--- src/sctp_pkg.sv ---
// shared types and constants for the serial command target parser
// no dependencies

package sctp_pkg;

  // message codes
  localparam logic [3:0] MSG_IGNORED     = 4'd0;
  localparam logic [3:0] MSG_STOPPED     = 4'd1;
  localparam logic [3:0] MSG_STARTED     = 4'd2;
  localparam logic [3:0] MSG_SEL_RED     = 4'd3;
  localparam logic [3:0] MSG_SEL_GREEN   = 4'd4;
  localparam logic [3:0] MSG_SEL_BLUE    = 4'd5;
  localparam logic [3:0] MSG_ECHO        = 4'd6;
  localparam logic [3:0] MSG_COMMIT_RED   = 4'd7;
  localparam logic [3:0] MSG_COMMIT_GREEN = 4'd8;
  localparam logic [3:0] MSG_COMMIT_BLUE  = 4'd9;
  localparam logic [3:0] MSG_COMMIT_NONE  = 4'd10;

  // colour selection codes
  localparam logic [1:0] COLOUR_NONE  = 2'd0;
  localparam logic [1:0] COLOUR_RED   = 2'd1;
  localparam logic [1:0] COLOUR_GREEN = 2'd2;
  localparam logic [1:0] COLOUR_BLUE  = 2'd3;

  // character codes
  localparam logic [7:0] CHAR_F      = 8'h46;
  localparam logic [7:0] CHAR_S      = 8'h53;
  localparam logic [7:0] CHAR_R      = 8'h52;
  localparam logic [7:0] CHAR_G      = 8'h47;
  localparam logic [7:0] CHAR_B      = 8'h42;
  localparam logic [7:0] CHAR_CR     = 8'h0D;
  localparam logic [7:0] CHAR_LF     = 8'h0A;
  localparam logic [7:0] CHAR_ZERO   = 8'h30;
  localparam logic [7:0] CHAR_NINE   = 8'h39;
  localparam logic [7:0] CHAR_LOW_A  = 8'h61;
  localparam logic [7:0] CHAR_LOW_Z  = 8'h7A;
  localparam logic [7:0] CASE_OFFSET = 8'h20;

  localparam int OUT_VALUE_W = 7;

  typedef struct packed {
    logic [3:0]             message;
    logic [7:0]             echo_char;
    logic [OUT_VALUE_W-1:0] reported_value;
  } sctp_result_t;

endpackage

--- src/serial_command_target_parser.sv ---
// serial command target parser: top level with input register, state and result register
// depends on sctp_pkg and sctp_decode
// path: input register, then result register, from input beat to result beat
// throughput: one character per cycle, sustained while the output side takes each result
// one decode pass per character between the input register and the result register
// reset: synchronous, clears run flag, selection, pending value, targets and both valids

module serial_command_target_parser import sctp_pkg::*; #(
  parameter int MAX_VALUE = 99
) (
  input  logic        clk,
  input  logic        rst,
  input  logic        s_tvalid,
  output logic        s_tready,
  input  logic [7:0]  s_tdata,   // [7:0] rx_char
  output logic        m_tvalid,
  input  logic        m_tready,
  // [3:0] message, [11:4] echo_char, [18:12] reported_value, [19] running,
  // [26:20] red goal, [33:27] green goal, [40:34] blue goal, [47:41] zero
  output logic [47:0] m_tdata
);

  localparam int VW = $clog2(MAX_VALUE + 1);

  logic          in_valid;
  logic [7:0]    in_char;
  logic          fire;

  logic          run_flag;
  logic [1:0]    colour;
  logic [VW-1:0] pending;
  logic [VW-1:0] red;
  logic [VW-1:0] green;
  logic [VW-1:0] blue;

  logic          run_flag_next;
  logic [1:0]    colour_next;
  logic [VW-1:0] pending_next;
  logic [VW-1:0] red_next;
  logic [VW-1:0] green_next;
  logic [VW-1:0] blue_next;
  sctp_result_t  res;

  logic          out_valid;
  sctp_result_t  out_res;
  logic          out_running;
  logic [VW-1:0] out_red;
  logic [VW-1:0] out_green;
  logic [VW-1:0] out_blue;

  assign fire     = in_valid && (!out_valid || m_tready);
  assign s_tready = !in_valid || fire;

  always_ff @(posedge clk) begin
    if (rst) begin
      in_valid <= 1'b0;
    end else if (s_tready) begin
      in_valid <= s_tvalid;
    end
  end

  always_ff @(posedge clk) begin
    if (s_tvalid && s_tready) begin
      in_char <= s_tdata;
    end
  end

  sctp_decode #(
    .MAX_VALUE(MAX_VALUE)
  ) u_decode (
    .rx_char       (in_char),
    .run_flag      (run_flag),
    .colour        (colour),
    .pending       (pending),
    .red           (red),
    .green         (green),
    .blue          (blue),
    .run_flag_next (run_flag_next),
    .colour_next   (colour_next),
    .pending_next  (pending_next),
    .red_next      (red_next),
    .green_next    (green_next),
    .blue_next     (blue_next),
    .res           (res)
  );

  always_ff @(posedge clk) begin
    if (rst) begin
      run_flag <= 1'b0;
      colour   <= COLOUR_NONE;
      pending  <= '0;
      red      <= '0;
      green    <= '0;
      blue     <= '0;
    end else if (fire) begin
      run_flag <= run_flag_next;
      colour   <= colour_next;
      pending  <= pending_next;
      red      <= red_next;
      green    <= green_next;
      blue     <= blue_next;
    end
  end

  always_ff @(posedge clk) begin
    if (rst) begin
      out_valid <= 1'b0;
    end else if (fire) begin
      out_valid <= 1'b1;
    end else if (m_tready) begin
      out_valid <= 1'b0;
    end
  end

  always_ff @(posedge clk) begin
    if (fire) begin
      out_res     <= res;
      out_running <= run_flag_next;
      out_red     <= red_next;
      out_green   <= green_next;
      out_blue    <= blue_next;
    end
  end

  assign m_tvalid = out_valid;
  assign m_tdata  = {7'b0,
                     OUT_VALUE_W'(out_blue),
                     OUT_VALUE_W'(out_green),
                     OUT_VALUE_W'(out_red),
                     out_running,
                     out_res.reported_value,
                     out_res.echo_char,
                     out_res.message};

  // pending value never exceeds the saturation limit
  a_pending_range: assert property (@(posedge clk) disable iff (rst)
    pending <= VW'(MAX_VALUE))
    else $error("pending value above limit");

  // a stop beat always leaves the machine stopped with no selection
  a_stop_clears: assert property (@(posedge clk) disable iff (rst)
    fire && res.message == MSG_STOPPED |=> !run_flag && colour == COLOUR_NONE && pending == '0)
    else $error("stop did not clear state");

  // a start beat sets the run flag
  a_start_runs: assert property (@(posedge clk) disable iff (rst)
    fire && res.message == MSG_STARTED |=> run_flag)
    else $error("start did not set run flag");

  // while running only a stop can change state
  a_running_frozen: assert property (@(posedge clk) disable iff (rst)
    fire && run_flag && res.message != MSG_STOPPED |=>
      run_flag && $stable(pending) && $stable(red) && $stable(green) && $stable(blue))
    else $error("state changed while running");

  // echo field is only set with the echo message
  a_echo_only: assert property (@(posedge clk) disable iff (rst)
    out_valid && out_res.message != MSG_ECHO |-> out_res.echo_char == '0)
    else $error("echo char without echo message");

endmodule

--- src/sctp_decode.sv ---
// command decode and next-state logic for one received character
// depends on sctp_pkg

module sctp_decode import sctp_pkg::*; #(
  parameter int MAX_VALUE = 99
) (
  input  logic [7:0]                           rx_char,
  input  logic                                 run_flag,
  input  logic [1:0]                           colour,
  input  logic [$clog2(MAX_VALUE+1)-1:0]       pending,
  input  logic [$clog2(MAX_VALUE+1)-1:0]       red,
  input  logic [$clog2(MAX_VALUE+1)-1:0]       green,
  input  logic [$clog2(MAX_VALUE+1)-1:0]       blue,
  output logic                                 run_flag_next,
  output logic [1:0]                           colour_next,
  output logic [$clog2(MAX_VALUE+1)-1:0]       pending_next,
  output logic [$clog2(MAX_VALUE+1)-1:0]       red_next,
  output logic [$clog2(MAX_VALUE+1)-1:0]       green_next,
  output logic [$clog2(MAX_VALUE+1)-1:0]       blue_next,
  output sctp_result_t                         res
);

  localparam int VW = $clog2(MAX_VALUE + 1);
  localparam int WW = VW + 4;

  logic [7:0]    upper;
  logic          is_digit;
  logic [WW-1:0] fold;
  logic [VW-1:0] fold_sat;

  always_comb begin
    if (rx_char >= CHAR_LOW_A && rx_char <= CHAR_LOW_Z) begin
      upper = rx_char - CASE_OFFSET;
    end else begin
      upper = rx_char;
    end
  end

  assign is_digit = (rx_char >= CHAR_ZERO) && (rx_char <= CHAR_NINE);

  // pending * 10 + digit
  assign fold = WW'({pending, 3'b000}) + WW'({pending, 1'b0}) + WW'(rx_char[3:0]);
  assign fold_sat = (fold > WW'(MAX_VALUE)) ? VW'(MAX_VALUE) : fold[VW-1:0];

  always_comb begin
    run_flag_next      = run_flag;
    colour_next        = colour;
    pending_next       = pending;
    red_next           = red;
    green_next         = green;
    blue_next          = blue;
    res.message        = MSG_IGNORED;
    res.echo_char      = '0;
    res.reported_value = '0;
    priority if (upper == CHAR_F) begin
      run_flag_next = 1'b0;
      colour_next   = COLOUR_NONE;
      pending_next  = '0;
      res.message   = MSG_STOPPED;
    end else if (run_flag) begin
      res.message = MSG_IGNORED;
    end else if (upper == CHAR_S) begin
      run_flag_next = 1'b1;
      res.message   = MSG_STARTED;
    end else if (upper == CHAR_R) begin
      colour_next  = COLOUR_RED;
      pending_next = '0;
      res.message  = MSG_SEL_RED;
    end else if (upper == CHAR_G) begin
      colour_next  = COLOUR_GREEN;
      pending_next = '0;
      res.message  = MSG_SEL_GREEN;
    end else if (upper == CHAR_B) begin
      colour_next  = COLOUR_BLUE;
      pending_next = '0;
      res.message  = MSG_SEL_BLUE;
    end else if (is_digit) begin
      pending_next  = fold_sat;
      res.echo_char = rx_char;
      res.message   = MSG_ECHO;
    end else if (rx_char == CHAR_CR || rx_char == CHAR_LF) begin
      res.reported_value = OUT_VALUE_W'(pending);
      pending_next       = '0;
      unique case (colour)
        COLOUR_RED: begin
          red_next    = pending;
          res.message = MSG_COMMIT_RED;
        end
        COLOUR_GREEN: begin
          green_next  = pending;
          res.message = MSG_COMMIT_GREEN;
        end
        COLOUR_BLUE: begin
          blue_next   = pending;
          res.message = MSG_COMMIT_BLUE;
        end
        default: begin
          res.message = MSG_COMMIT_NONE;
        end
      endcase
    end else begin
      res.message = MSG_IGNORED;
    end
  end

endmodule
--- config.mk ---
export PLATFORM = sky130hd
export DESIGN_NAME = serial_command_target_parser
export DESIGN_NICKNAME = d
export VERILOG_FILES = /design/src/sctp_pkg.sv /design/src/serial_command_target_parser.sv /design/src/sctp_decode.sv
export SDC_FILE = /design/constraint.sdc
export NUM_CORES = 1
export LEC_CHECK = 0
export BUFFER_PORTS_ARGS = -buffer_cell sky130_fd_sc_hd__buf_4
export CAP_MARGIN = 40
export CORE_ASPECT_RATIO = 0.5
export CORE_MARGIN = 3
export CORE_UTILIZATION = 40
export CTS_BUF_LIST = sky130_fd_sc_hd__clkbuf_8
export DETAILED_ROUTE_END_ITERATION = 16
export GPL_TIMING_DRIVEN = 0
export PLACE_DENSITY = 0.59
export SKIP_LAST_GASP = 1
export SYNTH_ARGS = -nofsm -noshare
export SYNTH_HDL_FRONTEND = slang
export SYNTH_SLANG_ARGS = --single-unit
--- constraint.sdc ---
create_clock -name clk -period 5.7 [get_ports clk]
set_input_delay 0.285 -clock clk [delete_from_list [all_inputs] [get_ports clk]]
set_output_delay 0.285 -clock clk [all_outputs]
set_load 0.01 [all_outputs]
== Yosys cells after proc, flatten, opt, wreduce, memory -nomap -nowiden ==
Index checks and enable logic that the tools add are counted.

* $add $sub $neg: 3
* $lt $le $gt $ge: 5
* Equality and inequality tests: 12
* Muxes and demuxes: 56
* Bitwise gates (word level): 2
* Reductions and logical operators: 18

{| class="wikitable"
|+ Operators by type and width
! cell !! count
|-
| 7-bit 2-to-1 mux || 36
|-
| 8-bit by 7-bit equality test with 1-bit output, second input constant || 5
|-
| 8-bit by 4-bit equality test with 1-bit output, second input constant || 2
|-
| 2-bit 2-to-1 mux || 8
|-
| 3-bit 2-to-1 mux || 4
|-
| 4-bit one-hot mux with 3 select lines || 1
|-
| 10-bit by 8-bit adder with 11-bit output || 1
|-
| 11-bit by 4-bit adder with 11-bit output || 1
|-
| 11-bit by 7-bit > comparator with 1-bit output, second input constant || 1
|-
| 8-bit by 6-bit greater-or-equal comparator with 1-bit output, second input constant || 1
|-
| 8-bit by 7-bit greater-or-equal comparator with 1-bit output, second input constant || 1
|-
| 8-bit by 6-bit <= comparator with 1-bit output, second input constant || 1
|-
| 8-bit by 7-bit <= comparator with 1-bit output, second input constant || 1
|-
| 8-bit 2-to-1 mux || 1
|-
| 4-bit AND reduction || 2
|-
| 8-bit OR reduction || 1
|-
| 8-bit by 6-bit subtractor with 8-bit output, second input constant || 1
|-
| 7-bit OR reduction || 1
|-
| 1-bit 2-to-1 mux || 6
|-
| 6-bit nonzero test || 1
|-
| 2-bit equality test, second input constant || 2
|-
| 1-bit logical AND || 4
|-
| 2-bit by 1-bit != test with 1-bit output, second input constant || 2
|-
| 4-bit nonzero test || 1
|-
| 7 further kinds || 11
|}

* Word-level logic and storage cells: 115
* Register bits: 82

== Logic depth before layout (Yosys ltp) ==
* Word-level depth: 11
* Gate-level depth with buffers: 9
* Mapped depth without buffers: 9

== By module ==
Synthesis repeated with hierarchy kept, for this count alone.

* Cell total of the unflattened synthesis: 366
* Area, all modules: 4334.2 sq um

{| class="wikitable"
|+ Modules (own cells, without submodules)
! module !! area an instance (sq um) !! times used !! cells each !! sequential area each (sq um)
|-
| serial_command_target_parser || 3040.4 || 1 || 203 || 2132.0
|-
| sctp_decode || 1293.7 || 1 || 163 || 0.0
|}

== Worst setup path before layout ==
OpenSTA, ideal clock, no wires.

* Path type: register to register
* Start point: register in_char[3]
* End point: register pending[2]
* Required time: 5.613 ns
* Path buffers: 0
* Arrival: 2.522 ns
* Period minus slack after synthesis: 2.609 ns
* Stages on the path, launching flop included: 10
* Slack: 3.091 ns
* Setup time: 0.087 ns
* Cells stage by stage: edfxtp_1 inv_1 fa_1 inv_1 fa_1 a21o_1 nor4_1 o211ai_1 a31o_2 o31ai_1

* Cells in the longest elaborated chain, start to end: 10

{| class="wikitable"
|+ Ends and longest elaborated chain
! item !! line !! RTL
|-
| start: declaration || serial_command_target_parser.sv:26 || <nowiki>logic [7:0] in_char;</nowiki>
|-
| start signal: assignment || serial_command_target_parser.sv:64 || <nowiki>in_char <= s_tdata;</nowiki>
|-
| 11-bit by 4-bit adder with 11-bit output (tied with other cells) || sctp_decode.sv:42 || <nowiki>assign fold = WW'({pending, 3'b000}) + WW'({pending, 1'b0}) + WW'(rx_char[3:0]);</nowiki>
|-
| 11-bit by 7-bit > comparator with 1-bit output or 1-bit logical AND (tied branches) || sctp_decode.sv:43, sctp_decode.sv:32 ||
|-
| 7-bit 2-to-1 mux or 8-bit 2-to-1 mux (tied branches) || sctp_decode.sv:43, sctp_decode.sv:32 ||
|-
| 7-bit 2-to-1 mux or 8-bit by 7-bit equality test with 1-bit output (tied branches) || sctp_decode.sv:77, sctp_decode.sv:73 ||
|-
| 7-bit 2-to-1 mux || sctp_decode.sv:73 || <nowiki>end else if (upper == CHAR_B) begin</nowiki>
|-
| 7-bit 2-to-1 mux || sctp_decode.sv:69 || <nowiki>end else if (upper == CHAR_G) begin</nowiki>
|-
| 7-bit 2-to-1 mux || sctp_decode.sv:65 || <nowiki>end else if (upper == CHAR_R) begin</nowiki>
|-
| 7-bit 2-to-1 mux || sctp_decode.sv:62 || <nowiki>end else if (upper == CHAR_S) begin</nowiki>
|-
| 7-bit 2-to-1 mux || sctp_decode.sv:60 || <nowiki>end else if (run_flag) begin</nowiki>
|-
| 7-bit 2-to-1 mux || sctp_decode.sv:55 || <nowiki>priority if (upper == CHAR_F) begin</nowiki>
|-
| end signal: assignment || serial_command_target_parser.sv:98 || <nowiki>pending <= pending_next;</nowiki>
|-
| end: declaration || serial_command_target_parser.sv:31 || <nowiki>logic [VW-1:0] pending;</nowiki>
|}

Parallel ways exist; a longest one is shown, timed or not. The select of a mux whose other input is x is not followed.
A chain may end at the register's enable or synchronous reset.

== Worst setup path in the final report ==
* Start point: register pending[0]
* End point: register pending[3]

* Cells in the longest elaborated chain, start to end: 11

{| class="wikitable"
|+ Ends and longest elaborated chain
! item !! line !! RTL
|-
| 10-bit by 8-bit adder with 11-bit output * || sctp_decode.sv:42 ||
|-
| 11-bit by 4-bit adder with 11-bit output * || sctp_decode.sv:42 ||
|-
| 11-bit by 7-bit > comparator with 1-bit output || sctp_decode.sv:43 || <nowiki>assign fold_sat = (fold > WW'(MAX_VALUE)) ? VW'(MAX_VALUE) : fold[VW-1:0];</nowiki>
|-
| 7-bit 2-to-1 mux * || sctp_decode.sv:43 ||
|-
| 7-bit 2-to-1 mux * || sctp_decode.sv:77 || <nowiki>end else if (is_digit) begin</nowiki>
|-
| 7-bit 2-to-1 mux * || sctp_decode.sv:73 ||
|-
| 7-bit 2-to-1 mux * || sctp_decode.sv:69 ||
|-
| 7-bit 2-to-1 mux * || sctp_decode.sv:65 ||
|-
| 7-bit 2-to-1 mux * || sctp_decode.sv:62 ||
|-
| 7-bit 2-to-1 mux * || sctp_decode.sv:60 ||
|-
| 7-bit 2-to-1 mux * || sctp_decode.sv:55 ||
|}

Mark *: on every way between the ends. The rest lies on a longest branch, timed or not. The select of a mux whose other input is x is not followed.

==> flow_summary_export.csv <==
group,metric,value,unit
detailed_routing,postRouteAntennaNets,0,
pwr,power_density,250,nW/um^2
global_route,grt_max_degree,24,
placement,gp_congestion,0.902,
pwr,pwr-share-clk,36.9,%
timing,maxSlewViolCount,0,
final_layout,final_cells,509,
timing,tns,0,ps
synth,synth_edf_count,49,
synth,async_reset_ff_share,0,%
placement,dp.cells,493,
detailed_routing,dr_wl_met2,3.49,mm
pwr,p_int,0.000891,W
timing,tightestPinTransition,684,ps
floorplanning,die-area,10900,sq um
timing,fin_crit_sh,54.1,%
run,cap_violations,0,
timing,fin_crit,3080,ps
critical_path,critical_path_class,"reg -> reg",
clock_network,cts_buffers,9,
synth,ys_ff_latch,82,
final_layout,areaGrowthSynthToFinish,21.0,%
placement,port_buffers,53,
detailed_routing,routed_via_density,5.12,
synth,synth_area,3840,sq um
global_route,grt_pass1_wl,13.5,mm
synth,avgSynthCellArea,12.2,sq um
synth,yosysMostFrequentCell,"edfxtp_1",
pwr,ir_drop,0.125,mV
global_route,grt_pass1_vias,2578,
detailed_routing,via_count,2605,
critical_path,crit_fanout,8,
detailed_routing,wire_per_inst,16.1,um
detailed_routing,dr.max_layer_used,"met4",
synth,synth_common_cells,"49 x edfxtp_1, 39 x nor2_1, 33 x dfxtp_1, 22 x mux2i_1, 21 x mux2_2",
clock_network,cts_resized,0,
critical_path,worstSetupEndpointType,"flop",
critical_path,critPathArrivalTime,3350,ps
synth,ys_dominant_reg_cell,"edfxtp_1",
detailed_routing,route.detailed.drc,0,
final_layout,stdcell_area,4650,sq um
synth,synth_top_area_share,38.3,%
clock_network,insertion_delay,360,ps
detailed_routing,dr_wl_met3,595,um
hold_path,hold_path_class,"in -> reg",
floorplanning,num_io_pins,62,
pwr,p_sw_share,23.2,%
global_route,grt-ovfl-total,0,
placement,hpwl,6.04,mm
pwr,pwr-share-comb,6.9,%
clock_network,clkSinkCount,82,
detailed_routing,first_iter_violations,178,
pwr,p_sw,0.000269,W
synth,ys_warn_count,0,
detailed_routing,drt-met1-wl,4.09,mm
global_route,antenna_found_initial,0,
detailed_routing,dr.pass1.iters,4,
outcome,status,"completed",
synth,yosysUniqueCellTypes,52,
pwr,p_leak,1.88,nW
pwr,p_seq_share,56.1,%
timing,skew,7.77,ps
synth,syn_inst,314,
timing,fmax,0.324,GHz
timing,slew_headroom,54.1,%
timing,setup_viol,0,
critical_path,cp.required,5970,ps
floorplanning,die_height,75.3,um
floorplanning,die_x,145,um
clock_network,h-tree-depth,3,
timing,hold_viol,0,
synth,yosysSeqAreaShare,55.5,%
timing,rsz0062_at_grt,"no",
floorplanning,coreArea,9010,sq um
clock_network,clk_path_buf_depth,2,
synth,synth.area.top_cells,"edfxtp_1 38%, dfxtp_1 17%, mux2_2 6.2%, mux2i_1 5.7%, ha_1 4.9%",
floorplanning,initial_core_util,42.6,%
final_layout,diodes,0,
critical_path,rrSetupSlack,2620,ps
final_layout,nNetsFinal,416,
synth,yosysTopAreaCell,"edfxtp_1",
floorplanning,rows,24,
clock_network,cts_tree,"done",
clock_network,clockRootBuffer,"clkbuf_8",
global_route,grt_usage,16.5,%
clock_network,cts_hold_buf,0,
clock_network,cts_setup_buffers,0,
final_layout,drive_gt1_share,28.3,%
critical_path,start_kind,"flop",
clock_network,clk_pin_slew,80,ps
placement,placed_area,4440,sq um
detailed_routing,drt_wl_total,8.21,mm
-- logic make-up after synthesis --
kind of cell | Yosys count | synth area share [%]
AND/OR/NAND/NOR | 93 | 13.2
flip-flops | 82 | 55.5
multiplexers | 43 | 11.9
AO/OA/AOI/OAI | 39 | 8.05
buffers and inverters | 35 | 4.43
adder cells (fa/ha/maj) | 17 | 5.93
XOR/XNOR | 4 | 0.912
other | 1 | 0.0976
-- worst max-delay path, cell delays in order, from the launching register on --
cell and delay [ps]:
dfxtp_1 550, inv_1 180, fa_1 530, inv_1 70
fa_1 460, a21o_1 210, nor4_1 250, o211ai_1 230
a31o_2 290, o31ai_1 220
-- placed cells by master, fill, tap and decap left out, drive strengths merged, types with 2 or more instances in the layout --
master / instances
buf: 69
edfxtp: 49
nor2: 39
dfxtp: 33
mux2i: 22
mux2: 21
inv: 17
ha: 15
clkbuf: 15
nor3: 10
conb: 9
and2: 7
nor4: 6
nand2: 6
nand2b: 5
nor2b: 4
a21o: 4
a311oi: 4
o21ai: 4
o32ai: 4
a21oi: 4
a211oi: 4
and3: 3
a221oi: 3
xor2: 3
nor3b: 2
o211ai: 2
and4: 2
nand3: 2
o31ai: 2
fa: 2
clkinvlp: 2
-- flip-flops by register name (all words and copies together), names as in the netlist, 2 cells and up --
signal     count
blue           7
colour         2
green          7
in_char        8
m_tdata       19
out_blue       7
out_green      7
out_red        7
pending        7
red            7
-- through the flow --
stage | setup slack [ps] | total power, W | hold WS (ps) | util, %
global placement | 2640 | 0.000743 | 463 | 49.0
finish | 2620 | 0.00116 | 99.6 | 51.6
global route | 2420 | 0.00121 | 77.5 | 51.6
detailed placement | 2670 | 0.000746 | 464 | 49.3
floorplan | 3090 | 0.000709 | 384 | -
CTS | 2630 | 0.00118 | 77.7 | 51.6
-- power groups by stage --
stage / combinational, W / clock (W) / sequential (W)
2_1_floorplan: 0.0000404 / 0 / 0.000669
3_3_place_gp: 0.0000779 / 0 / 0.000665
3_5_place_dp: 0.0000810 / 0 / 0.000665
4_1_cts: 0.0000813 / 0.000443 / 0.000652
5_1_grt: 0.0000898 / 0.000464 / 0.000654
6_report: 0.0000805 / 0.000428 / 0.000651
-- per-layer routing --
metal  vias up  global-route usage [%]
met1      1231                    23.9
met5         -                       0
met2        88                    24.4
met4         0                    4.34
li1       1284                       -
met3         2                    4.64
-- area by class of cell --
class	instances	area [sq um]
Inverter	15	56.3
Sequential cell	82	2130
Clock buffer	10	138
Multi-Input combinational cell	205	1570
Buffer	20	114
Tap cell	117	146
Timing Repair Buffer	54	425
Clock inverter	6	66.3
Fill cell	821	4360
-- worst paths after layout --
check	startpoint	endpoint	depth (start not counted)
setup / recovery	pending[0]$_SDFFE_PP0P_	pending[3]$_SDFFE_PP0P_	9
hold / removal	s_tdata[3]	in_char[3]$_DFFE_PP_	1
hold reg to reg	red[3]$_SDFFE_PP0P_	red[3]$_SDFFE_PP0P_	2
setup reg to reg	pending[0]$_SDFFE_PP0P_	pending[3]$_SDFFE_PP0P_	9
Power figures use the tool's default switching activity.
